$ cat src/design/ols_pkg.sv
// Shared types and codes for the ordered list / stack engine.
`default_nettype none

package ols_pkg;

    localparam int OP_W     = 3;
    localparam int STATUS_W = 2;

    typedef enum logic [OP_W-1:0] {
        OP_APPEND     = 3'd0,
        OP_INSERT     = 3'd1,
        OP_GET        = 3'd2,
        OP_SET        = 3'd3,
        OP_FIND       = 3'd4,
        OP_REMOVE_VAL = 3'd5,
        OP_REMOVE_AT  = 3'd6,
        OP_CLEAR      = 3'd7
    } ols_op_t;

    typedef enum logic [STATUS_W-1:0] {
        STATUS_OK     = 2'd0,
        STATUS_RANGE  = 2'd1,
        STATUS_FULL   = 2'd2,
        STATUS_ABSENT = 2'd3
    } ols_status_t;

    // Per-cycle command broadcast along the cell row.
    typedef enum logic [1:0] {
        ACT_NONE   = 2'd0,
        ACT_INSERT = 2'd1,
        ACT_WRITE  = 2'd2,
        ACT_REMOVE = 2'd3
    } ols_act_t;

    typedef enum logic [1:0] {
        ST_IDLE   = 2'd0,
        ST_SEARCH = 2'd1,
        ST_COMMIT = 2'd2
    } ols_state_t;

endpackage

`default_nettype wire

$ cat src/design/ols_prio.sv
// First-hit encoder over the registered cell match vector.
`default_nettype none

module ols_prio
    import ols_pkg::*;
#(
    parameter int DEPTH = 64,
    parameter int IDX_W = 6
) (
    input  wire logic [DEPTH-1:0] hits,
    output logic                  found,
    output logic      [IDX_W-1:0] first_idx
);

    always_comb begin
        first_idx = '0;
        for (int i = DEPTH - 1; i >= 0; i--) begin
            if (hits[i]) begin
                first_idx = IDX_W'(i);
            end
        end
    end

    assign found = |hits;

endmodule

`default_nettype wire

$ cat config.mk
export PLATFORM = sky130hd
export DESIGN_NAME = ols_prio
export DESIGN_NICKNAME = d
export VERILOG_FILES = /design/src/design/ols_pkg.sv /design/src/design/ols_prio.sv
export SDC_FILE = /design/constraint.sdc
export NUM_CORES = 1
export LEC_CHECK = 0
export BUFFER_PORTS_ARGS = -buffer_cell sky130_fd_sc_hd__clkbuf_2
export CAP_MARGIN = 20
export CORE_ASPECT_RATIO = 1.4
export CORE_MARGIN = 3
export CORE_UTILIZATION = 45
export DETAILED_ROUTE_END_ITERATION = 8
export GPL_ROUTABILITY_DRIVEN = 0
export GPL_TIMING_DRIVEN = 1
export PLACE_DENSITY = 0.93
export SYNTH_ARGS = -nofsm -noshare
export SYNTH_HDL_FRONTEND = slang
export SYNTH_SLANG_ARGS = --single-unit
export TNS_END_PERCENT = 50
$ cat constraint.sdc
create_clock -name vclk -period 3.6
set_input_delay 0.18 -clock vclk [all_inputs]
set_output_delay 0.18 -clock vclk [all_outputs]
set_load 0.005 [all_outputs]
# Word-level counts from Yosys, hierarchy flattened
# Cells that the tools add are included.
dict set report word_totals {
  output_inout_bits 7
  ff_bits 0
  word_cells 65
}
dict set report op_classes {
  n_reduce_logical 1
  muxes 64
}
# operator n
set op_table {}
lappend op_table {{$mux 6} 64}
lappend op_table {{$reduce_or 64->1} 1}

# Longest topological paths before layout
dict set report depth {
  word_depth 64
  mapped_depth 5
  depth_no_buf 5
}

# Least setup slack after synthesis
# Ideal clock, no wire load.
dict set report synth_timing {
  path_type {input -> output}
  from {in hits[62]}
  to {out found}
  n_path_buf 0
  cell_stages 5
  t_arrival_ns 1.323
  setup_slack_ns 2.097
  path_cell_list {or4_4 nor4b_4 nand3_2 nor2_2 nand3b_1}
}
dict set report synth_via {
  elab_chain_cells 1
}
# element line_no
set synth_lines {}
lappend synth_lines {{start, declared} ols_prio.sv:10} ;# input wire logic [DEPTH-1:0] hits,
lappend synth_lines {{$reduce_or 64->1} ols_prio.sv:24} ;# assign found = |hits;
lappend synth_lines {{end, declared} ols_prio.sv:11} ;# output logic found,
# Every way passes these cells.

# Worst setup path in the final report
dict set report layout_timing {
  from {in hits[15]}
  to {out first_idx[2]}
}
dict set report layout_via {
  elab_chain_cells 16
}
# element line_no
set layout_lines {}
lappend layout_lines {{$mux 6 (16 in a row)} ols_prio.sv:18} ;# if (hits[i]) begin
lappend layout_lines {{end, declared} ols_prio.sv:12} ;# output logic [IDX_W-1:0] first_idx
# Every way passes these cells.

==> results.yml <==
run_status:
  status: "finished clean"
route:
  vias_per_cell: 6.034
  dr_total_vias: 1424
  drt_iter0_drc: 43
  first_pass_iters: 4
  wirelength_um: 3013
  wire_per_inst_um: 12.77
  antenna_left: 0
  post-route-drc-count: 0
setup_path:
  start_kind: "input pin"
  crit_path_end_kind: "output port"
  cp.required_ns: 3.42
  cp.arrival_ns: 1.63
  crit_type: "in -> out"
  crit_fanout: 4
layout:
  final_cells: 236
  clockBufferCount: 0
  syn_to_final_growth_pct: 42.88
  layout_commonest_cell: "clkbuf_2"
  final_cell_mix: "clkbuf_2 (71), nor2_1 (19), nor4_1 (16)"
  final_cell_area_sq_mm: 0.001267
  fin_util: 0.6948
  seqCellArea_sq_um: 0
  nNetsFinal: 282
  n_sequential_cell: 0
  drive_gt1_frac: 0.3657
  antennaDiodeCount: 0
timing:
  setup_viol: 0
  maxSlewHeadroom: 0.6359
  final_hold_viol_count: 0
  period_share: 0.5026
  slew_viol_final: 0
  period_needed_ns: 1.810
  tns_ns: 0
  fmax_ghz: 0.5526
  fin_ws_ns: 1.790
  worstMarginPinSlew_ns: 0.5411
  rsz0062_at_grt: "no"
  hold_slack_ns: 0.7291
die:
  rows: 18
  io_pins: 71
  coreArea_sq_mm: 0.001824
  fp.dieW_um: 43.53
  die_area_sq_mm: 0.002548
  die_h_um: 58.54
  start_util: 0.4863
synth:
  ys_types: 40
  ys_warn_count: 0
  syn_area_sq_um: 887.1
  seq_area_frac_synth: 0
  ys_top_cells_by_area: "nor4_1 (11%), nor2_1 (8.0%), nor3_1 (6.8%)"
  synthesis.nets: 209
  synth_top_cell_by_area: "nor4_1"
  avgSynthCellArea_sq_um: 6.118
  synth_top_cell_area_share: 0.1128
  syn-instance-count: 145
power_and_ir_drop:
  switchingPower_uw: 56.99
  seq_power_share: 0
  p_int_uw: 47.25
  netSwitchingFraction: 0.5467
  power_uw: 104.2
  p_leak_nw: 0.5394
  power_frac_comb: 1.000
  power.density_mw_per_mm2: 82.24
  clock_power_share: 0
  peakVddDrop_uv: 56.92
clock_tree:
  post_cts_resized: 0
  cts_hold_buf: 0
  post-cts-setup-buffer-count: 0
grt:
  grt_pass1_vias: 1315
  grt_first_pass_wirelength_um: 5202
  antenna_found_initial: 0
  grt_max_degree: 6
  grt-ovfl-total: 0
  grt_usage: 0.2454
placement:
  post_dp_cell_area_sq_mm: 0.001267
  dp_slack_ns: 1.785
  dp_hpwl_um: 2705
  io_buffers: 71
  dpl.cell_count: 236
run:
  cap_violations: 0
worst_hold_path:
  min_path_type: "in -> out"
cells in the mapped netlist (2+ instances only):
cell type  instances
o21a_1             3
nor2b_1            4
or4_1              3
a21boi_1           2
a21oi_1           10
nor4_1            16
nand2_1            9
nand3_1            6
o311ai_1           2
a211oi_1           2
nand2b_1           4
o31ai_1            3
o211ai_1           4
or4_4              2
or3_1              3
o21ai_0            6
nor4_4             2
a31oi_1            2
nor2_1            19
nor3_1            12
inv_1             10
o21bai_1           3
worst max-delay path, stage by stage:
cell	delay (ns)
clkbuf_2	0.11
or4_4	0.56
nor4_1	0.30
o211ai_1	0.13
o211ai_1	0.13
a21boi_1	0.09
clkbuf_2	0.13
power by group through the flow:
stage          clock network, mW  registers, mW  logic (mW)
3_3_place_gp                   0              0       0.101
2_1_floorplan                  0              0      0.0357
3_5_place_dp                   0              0       0.103
6_report                       0              0       0.104
5_1_grt                        0              0       0.117
4_1_cts                        0              0       0.103
per-layer routing:
layer | GRT usage | vias to the layer above | wire length (um)
met2 | 0.4926 | 64 | 1684
li1 | - | 727 | -
met4 | 0.02586 | 0 | 0
met3 | 0.009174 | 0 | 186
met1 | 0.2862 | 633 | 1142
met5 | 0 | - | 0
area by class of cell:
cell class                 instances  area (sq um)
fill                             173         556.8
tap                               20         25.02
multi-input combinational        135         849.6
timing repair buffer              71         355.3
inverter                          10         37.54
final timing paths:
| kind | startpoint | to | slack, ns | cells after the start |
|---|---|---|---|---|
| setup / recovery | hits[15] | first_idx[2] | 1.79 | 7 |
| hold / removal | hits[1] | first_idx[3] | 0.73 | 5 |
cells by family (layout without fill, tap and decap cells):
kind of cell	after synthesis	count (layout)	share of synthesized area
AND/OR/NAND/NOR	88	88	0.5938
AO/OA/AOI/OAI	47	47	0.3639
buffers and inverters	10	81	0.04232
No activity file was read; power rests on OpenSTA's default activity.
