[config.mk]
export PLATFORM = sky130hd
export DESIGN_NAME = ols_cell
export DESIGN_NICKNAME = d
export VERILOG_FILES = /design/src/design/ols_pkg.sv /design/src/design/ols_cell.sv
export SDC_FILE = /design/constraint.sdc
export NUM_CORES = 1
export LEC_CHECK = 0
export BUFFER_PORTS_ARGS = -buffer_cell sky130_fd_sc_hd__buf_2
export CAP_MARGIN = 10
export CORE_MARGIN = 8
export CORE_UTILIZATION = 38
export DETAILED_ROUTE_END_ITERATION = 6
export PLACE_DENSITY = 0.81
export SETUP_SLACK_MARGIN = 0.5
export SKIP_CTS_REPAIR_TIMING = 1
export SLEW_MARGIN = 30
export SYNTH_ARGS = -nofsm -noshare
export SYNTH_HDL_FRONTEND = slang
export SYNTH_SLANG_ARGS = --single-unit
[constraint.sdc]
create_clock -name aclk -period 3.15 [get_ports aclk]
set_input_delay 0.1575 -clock aclk [delete_from_list [all_inputs] [get_ports aclk]]
set_output_delay 0.1575 -clock aclk [all_outputs]
set_load 0.01 [all_outputs]
[src/design/ols_pkg.sv]
// Shared types and codes for the ordered list / stack engine.
`default_nettype none

package ols_pkg;

    localparam int OP_W     = 3;
    localparam int STATUS_W = 2;

    typedef enum logic [OP_W-1:0] {
        OP_APPEND     = 3'd0,
        OP_INSERT     = 3'd1,
        OP_GET        = 3'd2,
        OP_SET        = 3'd3,
        OP_FIND       = 3'd4,
        OP_REMOVE_VAL = 3'd5,
        OP_REMOVE_AT  = 3'd6,
        OP_CLEAR      = 3'd7
    } ols_op_t;

    typedef enum logic [STATUS_W-1:0] {
        STATUS_OK     = 2'd0,
        STATUS_RANGE  = 2'd1,
        STATUS_FULL   = 2'd2,
        STATUS_ABSENT = 2'd3
    } ols_status_t;

    // Per-cycle command broadcast along the cell row.
    typedef enum logic [1:0] {
        ACT_NONE   = 2'd0,
        ACT_INSERT = 2'd1,
        ACT_WRITE  = 2'd2,
        ACT_REMOVE = 2'd3
    } ols_act_t;

    typedef enum logic [1:0] {
        ST_IDLE   = 2'd0,
        ST_SEARCH = 2'd1,
        ST_COMMIT = 2'd2
    } ols_state_t;

endpackage

`default_nettype wire

[src/design/ols_cell.sv]
// One list cell: holds one element, shifts toward either neighbor, compares for search.
`default_nettype none

module ols_cell
    import ols_pkg::*;
#(
    parameter int WIDTH = 32,
    parameter int IDX_W = 6,
    parameter int CNT_W = 7,
    parameter int INDEX = 0
) (
    input  wire logic             aclk,
    input  wire ols_act_t         act,
    input  wire logic [IDX_W-1:0] tgt,
    input  wire logic [WIDTH-1:0] wr_value,
    input  wire logic [WIDTH-1:0] left_data,
    input  wire logic [WIDTH-1:0] right_data,
    input  wire logic [WIDTH-1:0] cmp_value,
    input  wire logic [CNT_W-1:0] count,
    output logic      [WIDTH-1:0] data,
    output logic                  hit
);

    localparam logic [IDX_W-1:0] MY_IDX = IDX_W'(INDEX);
    localparam logic [CNT_W-1:0] MY_CNT = CNT_W'(INDEX);

    logic [WIDTH-1:0] data_reg;
    logic [WIDTH-1:0] data_next;

    always_comb begin
        data_next = data_reg;
        unique case (act)
            ACT_INSERT: begin
                if (MY_IDX > tgt) begin
                    data_next = left_data;
                end else if (MY_IDX == tgt) begin
                    data_next = wr_value;
                end
            end
            ACT_WRITE: begin
                if (MY_IDX == tgt) begin
                    data_next = wr_value;
                end
            end
            ACT_REMOVE: begin
                if (MY_IDX >= tgt) begin
                    data_next = right_data;
                end
            end
            ACT_NONE: begin
                data_next = data_reg;
            end
            default: begin
                data_next = data_reg;
            end
        endcase
    end

    always_ff @(posedge aclk) begin
        data_reg <= data_next;
    end

    assign data = data_reg;
    // only occupied cells take part in a search
    assign hit  = (data_reg == cmp_value) && (MY_CNT < count);

endmodule

`default_nettype wire

## Yosys cells after proc, flatten, opt, wreduce, memory -nomap -nowiden

Index checks and enable logic that the tools add are counted.

| word-level totals | value |
|---|---|
| flip-flop bits (word level) | 32 |
| input port bits | 144 |

| operators by class | value |
|---|---|
| magnitude comparators | 3 |
| equality and inequality tests | 5 |
| muxes and demuxes | 4 |
| bitwise logic cells | 1 |
| reduce and logical (&&, ||, !) cells | 4 |

Operators by type and width:

| kind | number |
|---|---|
| $mux 32 | 3 |
| $pmux 32 s3 | 1 |
| $eq 32x32->1 | 1 |
| $lt 1x7->1 const A | 1 |
| $ge 1x6->1 const A | 1 |
| $gt 1x6->1 const A | 1 |
| $logic_not 6->1 | 1 |
| $eq 2x2->1 const B | 2 |
| $eq 2x1->1 const B | 1 |
| $logic_not 2->1 | 1 |
| $ne 2x2->1 const B | 1 |
| $reduce_and 2->1 | 1 |
| $logic_and 1x1->1 | 1 |
| $not 1->1 | 1 |

## Logic depth before layout (Yosys ltp)

| logic depth | value |
|---|---|
| depth after elaboration | 4 |
| depth in mapped cells | 5 |

## Least setup slack after synthesis

Ideal clock, no wire load.

| path | value |
|---|---|
| path type | input -> register |
| start | input tgt[0] |
| end | register data_reg[0], in the netlist data[0], enable pin |
| arrival time | 2392 ps |
| data required time | 2718 ps |
| setup slack | 326 ps |
| stages | 4 |
| buffers on the path | 1 |
| cell sequence | nor4_2 -> nand2_2 -> buf_6 -> a21oi_1 |

| on the way | value |
|---|---|
| cells in the longest elaborated chain, start to end | 3 |

Ends and longest elaborated chain:

| element | line | text |
|---|---|---|
| start, declared | ols_cell.sv:14 | `input wire logic [IDX_W-1:0] tgt,` |
| $ge 1x6->1 | ols_cell.sv:46 | `if (MY_IDX >= tgt) begin` |
| $ne 2x2->1 (no line) | n/a |  |
| $reduce_and 2->1 (no line) | n/a |  |
| end signal, assigned | ols_cell.sv:60 | `data_reg <= data_next;` |
| end, declared | ols_cell.sv:27 | `logic [WIDTH-1:0] data_reg;` |

No other way between the ends.
A chain may end at the register's enable or synchronous reset.

## Final worst setup path

| path | value |
|---|---|
| start | register data_reg[31], in the netlist data[31] |
| end | output hit |

| on the way | value |
|---|---|
| cells in the longest elaborated chain, start to end | 2 |

Ends and longest elaborated chain:

| element | line | text |
|---|---|---|
| $eq 32x32->1 | ols_cell.sv:65 | `assign hit = (data_reg == cmp_value) && (MY_CNT < count);` |
| $logic_and 1x1->1 | ols_cell.sv:65 |  |
| end, declared | ols_cell.sv:21 | `output logic hit` |

No other way between the ends.

==> results by stage <==
Final layout:
- Counting the fill cells in the layout gives between 400 and 500.
- The number of antenna diodes in the final layout is 0.
- Leaving out fill and tap cells, the most frequent cell in the layout is sky130_fd_sc_hd__buf_2.
- At the end of the flow, the number of nets in the layout was ~480.
- Of the cells placed in the final design, the portion with a size suffix greater than 1 is 0.470.
- In the layout the commonest cells are sky130_fd_sc_hd__buf_2, sky130_fd_sc_hd__mux2i_1, sky130_fd_sc_hd__nand2_1, sky130_fd_sc_hd__edfxtp_1, sky130_fd_sc_hd__xor2_1.
- The area occupied by registers is 961 um^2.
- The multi-input combinational cells in the finished layout cover a total of approximately 1000 um^2.
- The area growth from synthesis to layout is 43.5%.
- The flip-flop count of the largest register, all copies and words added is 32.

Floorplan:
- The initial cell density of the core is 0.395.
- The floorplan step defined a die boundary enclosing 7930 um^2.
- The floorplan has 26 rows.
- In this run the vertical extent of the chip is ~89 um.
- The I/O pin count is around 180.
- The core box area is 5140 um^2.
- From left edge to right edge, the die measures 89.1 um.

Routing:
- In the routed design, unresolved DRC markers number 0.
- For this run, the detailed router's first-pass iteration total came to 4.
- The via count normalized by instance count is approximately 4.8.
- The final layout contains routed wiring with a total length of ~6500 um.
- The count of nets left with antenna violations once routing finished came out at 0.
- The final route contains ~1900 vias.
- The first routing iteration left roughly 70 violations.
- Dividing the detail-routed wire length by the instance count gives roughly 16 um.

Setup path:
- STA puts the critical path data required time at 2.99 ns.
- For this design, the slowest cell found on the critical path is sky130_fd_sc_hd__edfxtp_1.
- The type of the setup path with the least slack is reg -> out.
- The type of element launching the critical path is a register.
- The maximum cell stage delay along the critical path is about 0.43 ns.
- The number of buffer and inverter stages on the critical path is 1.
- Walking the worst path, the cells encountered are xor2_1 -> nor4_1 -> nand4_1 -> a2111oi_2 -> buf_2.
- The cell class contributing the biggest share of worst-path delay is simple AND/OR/NAND/NOR gates.
- The data arrival time of the critical path is 2.09 ns.
- Along the worst path, the maximum fanout reaches 3.
- The worst setup path is captured at an output pin.

Power:
- VDD sags by at most 0.205 mV.
- The leakage power of the design is 1.51 nW.
- In this run the power density over the cells is 404 nW/um^2.
- After layout, the design draws a total of ~0.0012 W.

Clock tree:
- The master cell of the clock root buffer is sky130_fd_sc_hd__clkbuf_8.
- In this run the deepest clock path goes through 2 buffers.
- The tree built by TritonCTS fans out to 32 sinks.
- The H-tree level count is 2.
- The clock reaches the later pin of the worst-skew pair after ~0.27 ns.
- In this run, CTS created clock tree buffers numbering 5.
- The clock transition at the registers of the reported paths is roughly 0.07 ns.
- The CTS tree is yes.

STA:
- Setup repair after global routing left no endpoint under its margin.
- The highest achievable clock rate is 446 MHz.
- The sum of negative setup slack is 0 ns.
- The worst pin sits at a relative slew slack of 0.572.
- The share of the clock period used by the worst path is 0.712.
- The number of endpoints failing setup at the final stage is 0.
- For the pin with the worst max-slew slack, the measured transition is between 0.6 and 0.7 ns.
- Across the routed clock network, the largest skew measured is 0 ns.
- The number of pins exceeding their max-slew limit in the final report is 0.
- Subtracting the final worst setup slack from the clock period gives 2.24 ns.
- The number of hold violations in the final report was 0.

Logic synthesis:
- The number of distinct library cell variants in the gate-level netlist after synthesis is 20.
- The cell area that synthesis handed to floorplanning was ~2000 um^2.
- The synthesized flop and latch total is 32.
- In this run the mean area of a mapped cell was 10.7 um^2.
- The post-synthesis cell count is 189.
- The Yosys step of the flow raised 0 warnings.
- The post-synthesis net count is between 300 and 400.
- Of the synthesized area, sequential elements account for 0.474.

GRT:
- In the global route stage, overall resource usage came out at 0.156.
- The pin count of the biggest net entering global routing is 65.
- The global-route wire length before repair is approximately 9500 um.
- The via count of the first global-routing pass came to roughly 2000.
- Summed over all layers, the global routing overflow is 0.
- The number of antenna violations at the first check in global routing is 0.

Job:
- The max-capacitance violation count is 0.

Placed design:
- The estimated wirelength of the detail-placed design is about 5300 um.
- The number of I/O port buffers is ~140.
- The final weighted congestion in routability-driven placement is approximately 0.74.

Hold path:
- The worst hold-check path type is in -> reg.

Outcome:
- The flow ran to the end, and the final reports show no timing, DRC or antenna violations.
[metrics by stage]
step	hold WS [ns]	area, um^2	instances	util	setup WS [ns]
6_report	0.151	2910	404	0.566	0.907
5_1_grt	0.150	2910	404	0.566	0.713
4_1_cts	0.142	2910	404	0.566	0.825
3_5_place_dp	0.438	2830	396	0.551	1.14
3_3_place_gp	0.430	2800	395	0.545	1.17
2_1_floorplan	0.345	2030	189	-	1.05
[layer usage]
layer | vias up | GRT usage | share of wire
li1 | 975 | - | -
met3 | 6 | 0.0561 | 0.10
met5 | - | 0 | 0
met2 | 90 | 0.287 | 0.51
met4 | 0 | 0.0408 | 0.0078
met1 | 871 | 0.163 | 0.38
[worst register-to-register path, delay by kind of cell (launching register included)]
kind | cells | cell delay [ns]
flops | 1 | 0.46
mux | 1 | 0.18
compound gates | 1 | 0.09
[cell families (layout without fill, tap and decap cells)]
| logic type | Yosys count | count (layout) | synth area share |
|---|---|---|---|
| flops | 32 | 32 | 0.474 |
| mux | 32 | 32 | 0.158 |
| buf+inv | 10 | 155 | 0.0302 |
| compound gates | 34 | 34 | 0.0888 |
| simple gates | 49 | 49 | 0.111 |
| xor+xnor | 32 | 32 | 0.138 |
[synth_stat cells, drive strengths merged]
| cell type | n | area [um^2] |
|---|---|---|
| a2111oi | 1 | 15.0 |
| a21oi | 1 | 5.00 |
| and2 | 1 | 6.26 |
| buf | 4 | 38.8 |
| clkbuf | 6 | 22.5 |
| edfxtp | 32 | 961 |
| mux2i | 32 | 320 |
| nand2 | 33 | 126 |
| nand3 | 1 | 5.00 |
| nand4 | 2 | 12.5 |
| nor2 | 2 | 7.51 |
| nor3 | 1 | 5.00 |
| nor4 | 9 | 62.6 |
| o21ai | 32 | 160 |
| xnor2 | 4 | 35.0 |
| xor2 | 28 | 245 |
[power by group]
part | total, W | leakage, nW | switching, W | internal, W
Combinational | 0.000292 | 1.15 | 0.000143 | 0.000148
Clock | 0.000303 | 0.0399 | 0.000149 | 0.000154
Sequential | 0.000580 | 0.322 | 0.0000445 | 0.000535
Total | 0.00117 | 1.51 | 0.000337 | 0.000838
[final timing paths]
| check | endpoint | cells past startpoint | slack (ns) | startpoint |
|---|---|---|---|---|
| max | hit | 5 | 0.91 | data[31]$_DFFE_PP_ |
| max reg2reg | data[29]$_DFFE_PP_ | 2 | 2.17 | data[29]$_DFFE_PP_ |
| min | data[3]$_DFFE_PP_ | 3 | 0.15 | right_data[3] |
| min reg2reg | data[24]$_DFFE_PP_ | 2 | 0.68 | data[24]$_DFFE_PP_ |
[area by class of cell]
type | count | share of cell area
clock buffer | 7 | 0.0262
clock inverter | 1 | 0.00129
multi-input combinational | 147 | 0.350
sequential | 32 | 0.330
tap | 70 | 0.0301
timing repair buffer | 147 | 0.262
No activity file was read; power rests on OpenSTA's default activity.
